[config.mk]
export PLATFORM = sky130hd
export DESIGN_NAME = gmd_ctrl
export DESIGN_NICKNAME = d
export VERILOG_FILES = /design/src/sv/gmd_pkg.sv /design/src/sv/gmd_ctrl.sv
export SDC_FILE = /design/constraint.sdc
export NUM_CORES = 1
export LEC_CHECK = 0
export BUFFER_PORTS_ARGS = -buffer_cell sky130_fd_sc_hd__buf_2
export CAP_MARGIN = 20
export CORE_ASPECT_RATIO = 1.2
export CORE_MARGIN = 8
export CORE_UTILIZATION = 35
export CTS_BUF_LIST = sky130_fd_sc_hd__clkbuf_8
export DETAILED_ROUTE_END_ITERATION = 12
export PLACE_DENSITY_LB_ADDON = 0.1
export SLEW_MARGIN = 10
export SYNTH_ARGS = -nofsm -noshare
export SYNTH_HDL_FRONTEND = slang
export SYNTH_SLANG_ARGS = --single-unit
[constraint.sdc]
create_clock -name clk -period 2 [get_ports clk]
set_clock_uncertainty 0.2 [all_clocks]
set_input_delay 0.3 -clock clk [delete_from_list [all_inputs] [get_ports clk]]
set_output_delay 0.3 -clock clk [all_outputs]
set_load 0.03 [all_outputs]
[src/sv/gmd_pkg.sv]
package gmd_pkg;

	localparam int MAX_ROWS = 64;
	localparam int MAX_COLS = 64;
	localparam int CELLS    = MAX_ROWS * MAX_COLS;
	localparam int ROW_W    = $clog2(MAX_ROWS);
	localparam int COL_W    = $clog2(MAX_COLS);
	localparam int ADDR_W   = $clog2(CELLS);
	localparam int CNT_W    = ADDR_W + 1;
	localparam int ENTRY_W  = ROW_W + COL_W;
	localparam int DIM_W    = 7;
	localparam int IDX_W    = ROW_W + DIM_W;

	localparam logic [7:0] CHAR_OPEN  = 8'd32;
	localparam logic [7:0] CHAR_START = 8'd77;

	localparam logic [DIM_W-1:0] DIM_RESET = DIM_W'(64);
	localparam logic [DIM_W-1:0] DIM_MIN   = DIM_W'(2);
	localparam logic [DIM_W-1:0] ROWS_MAX  = DIM_W'(MAX_ROWS);
	localparam logic [DIM_W-1:0] COLS_MAX  = DIM_W'(MAX_COLS);

	typedef enum logic [0:0] {
		REG_NUM_ROWS = 1'b0,
		REG_NUM_COLS = 1'b1
	} reg_idx_t;

	typedef enum logic [1:0] {
		CODE_WALL  = 2'd0,
		CODE_OPEN  = 2'd1,
		CODE_START = 2'd2
	} cell_code_t;

	typedef enum logic [1:0] {
		RES_FOUND    = 2'd0,
		RES_NO_PATH  = 2'd1,
		RES_NO_START = 2'd2
	} res_t;

	typedef enum logic [1:0] {
		DIR_RIGHT = 2'd0,
		DIR_DOWN  = 2'd1,
		DIR_LEFT  = 2'd2,
		DIR_UP    = 2'd3
	} dir_t;

	typedef enum logic [3:0] {
		ST_LOAD,
		ST_INIT,
		ST_SWEEP,
		ST_PUSH_START,
		ST_POP,
		ST_CUR_IDX,
		ST_CUR_RD,
		ST_CUR_MARK,
		ST_NB_IDX,
		ST_NB_RD,
		ST_NB_EVAL,
		ST_PUSH_CUR,
		ST_PUSH_NB,
		ST_RESULT
	} state_t;

	typedef struct packed {
		logic load;
		logic search_init;
		logic sweep;
		logic push_start;
		logic pop;
		logic cur_latch;
		logic cur_mark;
		logic dir_clear;
		logic dir_next;
		logic nb_latch;
		logic push_cur;
		logic push_nb;
		logic out_load;
		res_t out_code;
	} gmd_cmd_t;

	typedef struct packed {
		logic start_ok;
		logic sweep_last;
		logic stack_empty;
		logic cur_exit;
		logic nb_inbounds;
		logic nb_open;
		logic dir_last;
		logic out_free;
	} gmd_stat_t;

endpackage

[src/sv/gmd_ctrl.sv]
module gmd_ctrl import gmd_pkg::*; (
	input  logic      clk,
	input  logic      arst_n,
	input  logic      in_valid,
	input  logic      in_last,
	output logic      in_ready,
	input  gmd_stat_t stat,
	output gmd_cmd_t  cmd
);

	state_t state_q, state_d;
	res_t   res_q, res_d;

	always_ff @(posedge clk or negedge arst_n) begin
		if (!arst_n) begin
			state_q <= ST_LOAD;
			res_q   <= RES_NO_PATH;
		end else begin
			state_q <= state_d;
			res_q   <= res_d;
		end
	end

	always_comb begin
		state_d = state_q;
		res_d   = res_q;
		unique case (state_q)
			ST_LOAD: begin
				if (in_valid && in_last) state_d = ST_INIT;
			end
			ST_INIT: begin
				if (stat.start_ok) begin
					state_d = ST_SWEEP;
				end else begin
					res_d   = RES_NO_START;
					state_d = ST_RESULT;
				end
			end
			ST_SWEEP: begin
				if (stat.sweep_last) state_d = ST_PUSH_START;
			end
			ST_PUSH_START: state_d = ST_POP;
			ST_POP: begin
				if (stat.stack_empty) begin
					res_d   = RES_NO_PATH;
					state_d = ST_RESULT;
				end else begin
					state_d = ST_CUR_IDX;
				end
			end
			ST_CUR_IDX: state_d = ST_CUR_RD;
			ST_CUR_RD:  state_d = ST_CUR_MARK;
			ST_CUR_MARK: begin
				if (stat.cur_exit) begin
					res_d   = RES_FOUND;
					state_d = ST_RESULT;
				end else begin
					state_d = ST_NB_IDX;
				end
			end
			ST_NB_IDX: begin
				if (stat.nb_inbounds) state_d = ST_NB_RD;
				else if (stat.dir_last) state_d = ST_POP;
			end
			ST_NB_RD: state_d = ST_NB_EVAL;
			ST_NB_EVAL: begin
				if (stat.nb_open) state_d = ST_PUSH_CUR;
				else if (stat.dir_last) state_d = ST_POP;
				else state_d = ST_NB_IDX;
			end
			ST_PUSH_CUR: state_d = ST_PUSH_NB;
			ST_PUSH_NB:  state_d = ST_POP;
			ST_RESULT: begin
				if (stat.out_free) state_d = ST_LOAD;
			end
			default: state_d = ST_LOAD;
		endcase
	end

	always_comb begin
		cmd          = '0;
		cmd.out_code = res_q;
		in_ready     = 1'b0;
		unique case (state_q)
			ST_LOAD: begin
				in_ready = 1'b1;
				cmd.load = in_valid;
			end
			ST_INIT:       cmd.search_init = stat.start_ok;
			ST_SWEEP:      cmd.sweep = 1'b1;
			ST_PUSH_START: cmd.push_start = 1'b1;
			ST_POP:        cmd.pop = !stat.stack_empty;
			ST_CUR_IDX:    cmd.cur_latch = 1'b1;
			ST_CUR_RD:     cmd.dir_clear = 1'b1;
			ST_CUR_MARK:   cmd.cur_mark = 1'b1;
			ST_NB_IDX: begin
				cmd.nb_latch = stat.nb_inbounds;
				cmd.dir_next = !stat.nb_inbounds && !stat.dir_last;
			end
			ST_NB_RD: ;
			ST_NB_EVAL:    cmd.dir_next = !stat.nb_open && !stat.dir_last;
			ST_PUSH_CUR:   cmd.push_cur = 1'b1;
			ST_PUSH_NB:    cmd.push_nb = 1'b1;
			ST_RESULT:     cmd.out_load = stat.out_free;
			default: ;
		endcase
	end

endmodule

==> results of run 1 <==
flip-flops by register name, summed over array words and instances, names as in the netlist:
name,cells
res_q,2
state_q,4
final timing paths:
| path | start | endpoint | cells after the start | slack [ns] |
|---|---|---|---|---|
| hold / removal | stat[7] | res_q[1] | 2 | 0.14 |
| setup / recovery | state_q[0] | cmd[5] | 3 | 0.06 |
| hold reg to reg | res_q[0] | res_q[0] | 2 | 0.27 |
| setup reg to reg | state_q[3] | state_q[0] | 5 | 0.22 |
| min in group asynchronous | arst_n | res_q[1] | 2 | 0.23 |
| max in group asynchronous | arst_n | res_q[0] | 2 | 1.14 |
critical path, stage by stage, from the launching register on:
cell and delay (ns):
dfrtp_2 0.45, or2_2 0.38, nor3_1 0.19, buf_4 0.19
synth_stat cells:
master and n:
a211oi_1 1, a21boi_1 1, a21oi_1 4, a221o_1 1
a311o_1 1, a32oi_1 1, and2_1 3, and3_1 3
buf_2 5, buf_6 1, clkbuf_1 2, dfrtp_1 5
dfstp_2 1, inv_1 4, nand2_1 5, nand2b_1 5
nand3_1 1, nand3b_1 1, nand4b_4 1, nor2_1 11
nor2b_1 4, nor3_1 7, nor3b_1 1, nor4_1 2
nor4_2 1, o21ai_0 6, o21ai_1 2, o21bai_1 1
o22ai_1 2, o32ai_2 1, or2_2 2, or3b_1 1
or4_1 1, or4_4 1, or4b_1 1
cells by family after synthesis:
logic type / count (synthesis) / share of synthesized area [%]
buffers and inverters: 12 / 8.93
flip-flops: 6 / 23.0
AND/OR/NAND/NOR: 51 / 46.8
AO/OA/AOI/OAI: 21 / 21.3
power breakdown:
part | total (W) | leakage (nW) | switching [W] | internal, W
Clock | 0.000186 | 0.0269 | 0.0000543 | 0.000132
Sequential | 0.000272 | 0.0685 | 0.0000757 | 0.000197
Combinational | 0.00113 | 0.365 | 0.000665 | 0.000469
Total | 0.00159 | 0.461 | 0.000795 | 0.000798
repair_timing:
action / CTS / global route
hold buffers: 1 / 0
setup endpoints to repair: 1 / 7
gates resized for setup: 1 / 14
pin swaps: 0 / 2
buffers inserted: 0 / 3
endpoints found under the hold margin: 6 / 0
area by class of cell:
cell class | instances | area, sq um
inverters | 4 | 15.0
well taps | 19 | 23.8
flip-flops and latches | 6 | 155
repair buffers | 38 | 241
clock buffers | 3 | 41.3
clock inverters | 1 | 3.75
fillers | 191 | 857
multi-input cells | 72 | 470
stage by stage:
step | TNS, ns | util, %
after detailed placement | 0 | 46.5
after CTS | 0 | 49.6
final | 0 | 52.6
after floorplan | -0.0141 | -
after global routing | -0.0157 | 52.6
after global placement | 0 | 46.5
layer usage:
metal / up-vias / part of all wire, % / GRT usage (%)
met2: 30 / 45 / 19.0
met4: 0 / 0.89 / 4.63
met5: - / 0 / 0
met3: 2 / 8.8 / 5.41
li1: 393 / - / -
met1: 354 / 45 / 13.1
==> reports/metrics.csv, run 1 <==
stage,metric,value,unit
outcome,outcome,finished clean,
layout,"commonest non-fill, non-tap cell in the layout",buf_2,
worst_setup_path,Crit. End Element,output port,
worst_setup_path,crit path DAT,1.44,ns
synth,leading area contributor after synthesis,dfrtp_1,
timing,final hold vios,0,
timing,final setup fails,0,
placement,I/O Buffers,27,
clock_network,worst skew pair latency,0.22,ns
floorplan,Die Height,63.5,microns
worst_setup_path,WP data required,1.50,ns
placement,placed cell area,841,sq um
global_route,Total GRT Usage,11.8,%
floorplan,Core Rows,17,
floorplan,Top Ports,28,
placement,Placer Congestion,0.843,
worst_hold_path,Hold Path Class,primary input to flop,
synth,Post-Syn Area per Cell,7.31,sq um
global_route,largest net degree at the start of global routing,20,
layout,final net count,137,
synth,ranking of synthesized cells by area,"dfrtp_1, nor2_1, nor3_1",
timing,fin crit share,96.8,%
timing,Max-slew headroom,80.7,%
power,Peak VDD IR,0.694,mV
drt,# DRC,0,
layout,final cell count without fillers,143,
floorplan,Core Region,1810,sq um
timing,Max Fclk,516,MHz
power,LEAKAGE,0.461,nW
clock_network,CTS sink cnt,6,
floorplan,DIE AREA,3530,sq um
layout,fraction of layout instances using a drive strength above 1,42.7,%
power,Pwr Density,1670,nW/um^2
drt,post-DR vias/cell,5.45,
layout,Area Overhead vs Synth,44.5,%
timing,Final WS setup,0.0631,ns
synth,Syn Nets,102,
clock_network,CTS max path bufs,2,
timing,RSZ-0062 raised after global routing,true,
run,number of max-cap violations,0,
synth,Yosys top cell area share,19.0,%
worst_setup_path,kind of critical path,flop to output port,
synth,YS warnings,0,
worst_setup_path,Startpoint Class,flop,
timing,Hold Worst Slack,0.144,ns
drt,DRT antenna net count,0,
global_route,wire length of the first global-routing pass,3.49,mm
clock_network,"Clk pin slew, worst setup/hold paths",0.04,ns
drt,number of DRC markers in iteration 0,22,
worst_setup_path,CP max FO,9,
placement,DP Worst Slack,0.186,ns
drt,vias post-DR,779,
drt,DRT Pass-1 Iters,4,
clock_network,H-tree depth,1,
timing,max-slew violations,0,
drt,total wire length,2.12,mm
layout,most frequent cells in the layout,"buf_2, nor2_1, buf_4",
synth,Mapped Area,658,sq um
global_route,initial antenna violation count,0,
timing,Period minus WS final,1.94,ns
placement,detailed placer's ending HPWL,1.68,mm
layout,post-route cell area,951,sq um
floorplan,Initial Utilization,36.4,%
floorplan,die width,55.6,microns
synth,#FFs+latches synth,6,
synth,Mapped Cells,90,
synth,"Seq/Total Area, Yosys",23.0,%
power,Tot Pwr,0.00159,W
clock_network,CTS tree,yes,
drt,wire per inst,14.8,microns
placement,placed insts,135,
synth,synth unique cells,35,
clock_network,CTS root buffer,clkbuf_8,
global_route,grt ovf,0,
global_route,vias in the first global route,784,
clock_network,number of buffers created by CTS,3,
timing,Least-Margin Pin Slew,0.288,ns
layout,antenna diode count,0,
Note: power is estimated with default switching activity, not from simulation.
==> run 2: changes to the inputs <==
Settings changed: ABC_AREA set to 1.
==> run 2 against run 1 <==
  * Clock power up 2%
  * Sequential cell count did not move
  * Worst setup slack improved by 0.0095 ns
  * Sequential power decreased by 4%
  * Combinational power is 32% lower
  * Cell count grew 5.6%
  * Global-route usage rose by 0.66 points
==> reports/metrics.csv, run 2 <==
stage,metric,value,unit,change
placement,DP Worst Slack,0.292,ns,+0.106 ns
layout,final cell count without fillers,151,,+5.6%
synth,Post-synth EDFFs,0,,unchanged
worst_setup_path,WP data required,1.50,ns,about the same
clock_network,CTS sink cnt,6,,unchanged
clock_network,CTS root buffer,clkbuf_8,,
placement,I/O Buffers,27,,unchanged
worst_setup_path,CP max FO,5,,-4
placement,placed insts,146,,+8.1%
timing,Final WS setup,0.0726,ns,+0.00952 ns
synth,YS warnings,0,,unchanged
power,Psw,0.000675,W,-15%
worst_hold_path,Hold Path Class,primary input to flop,,
timing,final hold vios,0,,unchanged
power,LEAKAGE,0.519,nW,+13%
synth,Yosys top cell area share,22.0,%,+3.0 points
drt,DRT antenna net count,0,,unchanged
floorplan,Initial Utilization,36.0,%,-0.40 points
power,Internal Power,0.000544,W,-32%
worst_setup_path,r2r worst-path depth,8,,+3
clock_network,"Clk pin slew, worst setup/hold paths",0.04,ns,about the same
drt,post-DR vias/cell,4.74,,-13%
clock_network,number of buffers created by CTS,3,,unchanged
global_route,initial antenna violation count,0,,unchanged
worst_setup_path,"critical path, cell by cell","nor2_2, nand3_1, a21oi_1, buf_2",,
layout,fraction of layout instances using a drive strength above 1,31.6,%,-11 points
worst_setup_path,Reg2Reg Capture Point,state_q[2],,
worst_setup_path,"CP delay by family, top",flip-flops,,
synth,Mapped Cells,101,,+12%
drt,# DRC,0,,unchanged
worst_hold_path,worst hold stages,3,,+1
layout,most frequent cells in the layout,"nand2_1, buf_2, inv_1",,
synth,Post-synth top cells,"nand2_1, nor2_1, inv_1",,
worst_setup_path,crit path DAT,1.43,ns,about the same
synth,synth unique cells,17,,-51%
floorplan,Core Rows,16,,-1
clock_network,CTS tree,yes,,
drt,vias post-DR,716,,-8.1%
power,Pwr Density,1540,nW/um^2,-8.3%
global_route,vias in the first global route,683,,-13%
worst_setup_path,R2R Setup Slk,0.48,ns,+0.26 ns
synth,#FFs+latches synth,6,,unchanged
layout,"commonest non-fill, non-tap cell in the layout",nand2_1,,
layout,final net count,146,,+6.6%
layout,FILL cells,191,,unchanged
synth,"FFs w/ async S/R, synth",100,%,unchanged
worst_setup_path,"slowest stage delay, CP",0.44,ns,about the same
floorplan,DIE AREA,3180,sq um,-10%
synth,most common cell in the netlist,nand2_1,,
power,switching share of total power,55.4,%,+5.4 points
timing,fin crit share,96.4,%,-0.48 points
floorplan,die width,52.8,microns,-5.0%
synth,ranking of synthesized cells by area,"dfrtp_1, nand2_1, nor2_1",,
timing,Period minus WS final,1.93,ns,-0.00952 ns
timing,Least-Margin Pin Slew,0.247,ns,-0.0402 ns
synth,Synth Flop Type,dfrtp_1,,
timing,RSZ-0062 raised after global routing,false,,
outcome,outcome,finished clean,,
timing,Max Fclk,519,MHz,+0.49%
synth,leading area contributor after synthesis,dfrtp_1,,
drt,total wire length,1.83,mm,-14%
layout,Top Registers,"state_q x4, res_q x2",,
global_route,largest net degree at the start of global routing,8,,-60%
layout,antenna diode count,0,,unchanged
timing,final setup fails,0,,unchanged
run,number of max-cap violations,0,,unchanged
timing,Max-slew headroom,83.3,%,+2.6 points
worst_setup_path,Startpoint Class,flop,,
drt,DRT Pass-1 Iters,4,,unchanged
clock_network,worst skew pair latency,0.23,ns,about the same
clock_network,H-tree depth,1,,unchanged
synth,Post-Syn Area per Cell,5.64,sq um,-23%
layout,Area Overhead vs Synth,39.3,%,
worst_setup_path,slowest CP cell,dfrtp_1,,
worst_setup_path,CP Depth,4,,+1
global_route,grt ovf,0,,unchanged
worst_setup_path,Crit. End Element,output port,,
floorplan,Top Ports,28,,unchanged
global_route,Total GRT Usage,12.5,%,+0.66 points
power,Peak VDD IR,0.767,mV,+11%
layout,Biggest register,state_q,,
worst_setup_path,kind of critical path,flop to output port,,
layout,max reg flops,4,,unchanged
drt,wire per inst,12.1,microns,-18%
timing,max-slew violations,0,,unchanged
power,Comb power frac,63.0,%,-8.2 points
synth,Syn Nets,113,,+11%
timing,Setup TNS Final,0,ns,unchanged
synth,Mapped Area,569,sq um,-13%
placement,detailed placer's ending HPWL,1.51,mm,-10%
synth,"Seq/Total Area, Yosys",26.6,%,+3.6 points
worst_hold_path,hold endpoint,res_q[0],,
placement,Placer Congestion,0.841,,-0.34%
clock_network,CTS max path bufs,2,,unchanged
floorplan,Die Height,60.2,microns,-5.2%
drt,number of DRC markers in iteration 0,17,,-23%
clock_network,Post-CTS Setup Bufs,0,,unchanged
worst_hold_path,beginning of the worst hold path,stat[5],,
timing,Hold Worst Slack,0.145,ns,+0.000594 ns
global_route,wire length of the first global-routing pass,2.95,mm,-16%
worst_setup_path,worst path buffer plus inverter count,1,,unchanged
worst_setup_path,reg-to-reg startpoint,state_q[0],,
power,clock network power share,15.6,%,+3.9 points
power,sequential share of power,21.4,%,+4.3 points
floorplan,Core Region,1580,sq um,-13%
-- run 2: power groups by stage --
stage          sequential (W)  combinational [W]  clock, W
5_1_grt              0.000270           0.000850  0.000204
3_5_place_dp         0.000247           0.000759         0
3_3_place_gp         0.000244           0.000764         0
4_1_cts              0.000246           0.000765  0.000193
2_1_floorplan        0.000272           0.000529         0
6_report             0.000261           0.000767  0.000190
-- run 2: worst reg2reg max path, delay by kind of cell (launching register included) --
family / cells / cell delay (ns)
AOI/OAI and AO/OA: 1 / 0.08
buffers and inverters: 1 / 0.07
DFF: 1 / 0.44
and+or+nand+nor: 6 / 0.62
-- run 2: logic make-up (layout without fill, tap and decap cells) --
family,after synthesis,in the layout,synth area share (%)
flops,6,6,26.6
compound gates,7,7,6.15
simple gates,69,69,54.7
buf+inv,19,51,12.5
-- run 2: area by class of cell --
cell class	instances	area, sq um	share of cell area, %
well taps	18	22.5	2.84
clock inverters	1	3.75	0.473
multi-input cells	76	357	45.0
flip-flops and latches	6	153	19.2
clock buffers	3	41.3	5.21
repair buffers	28	145	18.3
inverters	19	71.3	8.99
-- run 2: layer usage --
layer | vias to the layer above | share of wire (%) | global-route usage [%]
met2 | 34 | 50 | 21.1
met1 | 301 | 40 | 13.2
met4 | 0 | 0.60 | 6.67
met5 | - | 0 | 0
li1 | 379 | - | -
met3 | 2 | 9.1 | 3.73
-- run 2: what timing repair did --
action                                  CTS  global route
endpoints found under the hold margin     6             0
hold buffers                              1             0
endpoints found under the setup margin    0             4
gates resized for setup                   0             4
-- run 2: through the flow --
stage	utilization [%]	power, W	area, sq um
after global placement	46.0	0.00101	727
after detailed placement	46.0	0.00101	727
after floorplan	-	0.000801	569
final	50.2	0.00122	793
after CTS	49.4	0.00120	782
after global routing	50.2	0.00132	793
-- run 2: how the worst max path moves through the flow --
stage | to | slack (ns) | from
2_1_floorplan | cmd[6] | 0.22 | state_q[3]
3_3_place_gp | cmd[6] | 0.31 | state_q[1]
3_5_place_dp | cmd[10] | 0.29 | state_q[1]
4_1_cts | cmd[10] | 0.04 | state_q[0]
5_1_grt | cmd[6] | 0.008 | state_q[3]
6_report | cmd[6] | 0.07 | state_q[2]
==> run 3: changes to the inputs <==
Clock period 2 ns to 2.4 ns, I/O delays scaled along.
==> run 3 against run 2 <==
  * Cell count unchanged
  * Wire length is 0.66% lower
  * Sequential share of layout area is 0.12 points higher
  * Core utilization down 0.71 points
  * Cell area shrank 1.4%
  * Non-clock buffer count did not move
  * Register-to-register slack gained 0.30 ns
==> reports/metrics.csv, run 3 (same netlist as run 2, synthesis figures left out) <==
stage,metric,value,unit,change
clock_network,CTS max path bufs,2,,unchanged
floorplan,Die Height,60.2,microns,unchanged
clock_network,Post-CTS Setup Bufs,0,,unchanged
timing,final setup fails,0,,unchanged
floorplan,Core Rows,16,,unchanged
placement,detailed placer's ending HPWL,1.51,mm,unchanged
placement,I/O Buffers,27,,unchanged
layout,"commonest non-fill, non-tap cell in the layout",nand2_1,,
clock_network,"Clk pin slew, worst setup/hold paths",0.04,ns,about the same
global_route,Total GRT Usage,12.5,%,unchanged
worst_setup_path,Startpoint Class,flop,,
run,number of max-cap violations,0,,unchanged
drt,post-DR vias/cell,4.70,,-0.84%
outcome,outcome,finished clean,,
drt,vias post-DR,710,,-0.84%
layout,most frequent cells in the layout,"nand2_1, buf_2, nor2_1",,
clock_network,CTS root buffer,clkbuf_8,,
timing,fin crit share,84.3,%,
layout,Biggest register,state_q,,
worst_setup_path,WP data required,1.84,ns,+0.34 ns
drt,DRT antenna net count,0,,unchanged
power,Pwr Density,1280,nW/um^2,-17%
clock_network,H-tree depth,1,,unchanged
worst_setup_path,crit path DAT,1.46,ns,+0.03 ns
worst_setup_path,CP max FO,7,,+2
clock_network,CTS resizes,0,,unchanged
global_route,initial antenna violation count,0,,unchanged
layout,fraction of layout instances using a drive strength above 1,29.3,%,-2.3 points
timing,Period minus WS final,2.02,ns,
drt,# DRC,0,,unchanged
layout,max reg flops,4,,unchanged
timing,Least-Margin Pin Slew,0.329,ns,+0.0813 ns
clock_network,CTS sink cnt,6,,unchanged
placement,Placer Congestion,0.840,,about the same
global_route,wire length of the first global-routing pass,2.95,mm,unchanged
timing,final hold vios,0,,unchanged
timing,max-slew violations,0,,unchanged
timing,Setup TNS Final,0,ns,unchanged
floorplan,Core Region,1580,sq um,unchanged
power,Peak VDD IR,0.665,mV,-13%
floorplan,DIE AREA,3180,sq um,unchanged
drt,total wire length,1.82,mm,-0.66%
global_route,grt ovf,0,,unchanged
drt,DRT Pass-1 Iters,4,,unchanged
timing,Max Fclk,494,MHz,
timing,RSZ-0062 raised after global routing,false,,
power,Tot Pwr,0.000998,W,-18%
layout,final net count,146,,unchanged
layout,FILL cells,184,,-3.7%
timing,Hold Worst Slack,0.208,ns,+0.0630 ns
clock_network,worst skew pair latency,0.23,ns,about the same
clock_network,number of buffers created by CTS,3,,unchanged
worst_setup_path,Crit. End Element,output port,,
layout,Layout Utilization,49.4,%,-0.71 points
worst_hold_path,Hold Path Class,primary input to flop,,
floorplan,Top Ports,28,,unchanged
floorplan,Initial Utilization,36.0,%,unchanged
layout,Top Registers,"state_q x4, res_q x2",,
power,LEAKAGE,0.519,nW,about the same
worst_setup_path,kind of critical path,flop to output port,,
global_route,vias in the first global route,683,,unchanged
clock_network,CTS tree,yes,,
layout,antenna diode count,0,,unchanged
timing,Max-slew headroom,78.1,%,-5.3 points
layout,Area Overhead vs Synth,37.4,%,
drt,wire per inst,12.0,microns,-0.66%
floorplan,die width,52.8,microns,unchanged
drt,number of DRC markers in iteration 0,20,,+3
global_route,largest net degree at the start of global routing,8,,unchanged
## run 3: changes by cell type in the layout (fill, tap and decap cells not counted)
cell	before	now
dfrtp_1	4	5
nor2_4	3	2
dfrtp_2	1	0
nor2_2	3	2
nor2_1	16	18
## run 3: final timing paths
kind	endpoint	start	cells after the start	slack, ns
setup reg to reg	state_q[2]	state_q[0]	8	0.78
hold / removal	res_q[0]	stat[5]	3	0.21
hold reg to reg	res_q[1]	res_q[1]	2	0.26
setup / recovery	cmd[6]	state_q[0]	4	0.38
max in group asynchronous	res_q[0]	arst_n	2	1.48
min in group asynchronous	state_q[0]	arst_n	2	0.29
## run 3: what timing repair did
| item | 4_1_cts | 5_1_grt |
|---|---|---|
| hold endpoints to repair | 6 | 0 |
| hold buffers | 1 | 0 |
| setup endpoints to repair | 0 | 0 |
## run 3: layout make-up
type,instances,area [sq um],share of cell area (%)
clock buffers,3,41.3,5.28
repair buffers,28,145,18.6
well taps,18,22.5,2.88
flip-flops and latches,6,151,19.4
inverters,19,71.3,9.12
multi-input cells,76,347,44.3
clock inverters,1,3.75,0.480
## run 3: power by group
part	switching [W]	internal, W	leakage (nW)
clock	0.0000490	0.000110	0.0269
combinational	0.000451	0.000182	0.418
sequential	0.0000534	0.000153	0.0737
## run 3: routing by layer
layer  vias to the layer above  routed length, microns  GRT usage (%)
met1                       304                     749           13.2
met4                         0                      11           6.67
met3                         2                     144           3.73
li1                        378                       -              -
met5                         -                       0              0
met2                        26                     914           21.1
## run 3: per-stage QoR
step                area (sq um)  worst slack, ns  std cells
floorplan                    569            0.558        101
global placement             727            0.647        146
detailed placement           727            0.632        146
CTS                          782            0.381        151
global route                 782            0.282        151
finish                       782            0.377        151
## run 3: worst max-delay path, cell delays in order, from the launching register on
cell	delay, ns
dfrtp_1	0.41
nor2_2	0.31
nand3_1	0.15
a21oi_1	0.15
buf_2	0.21
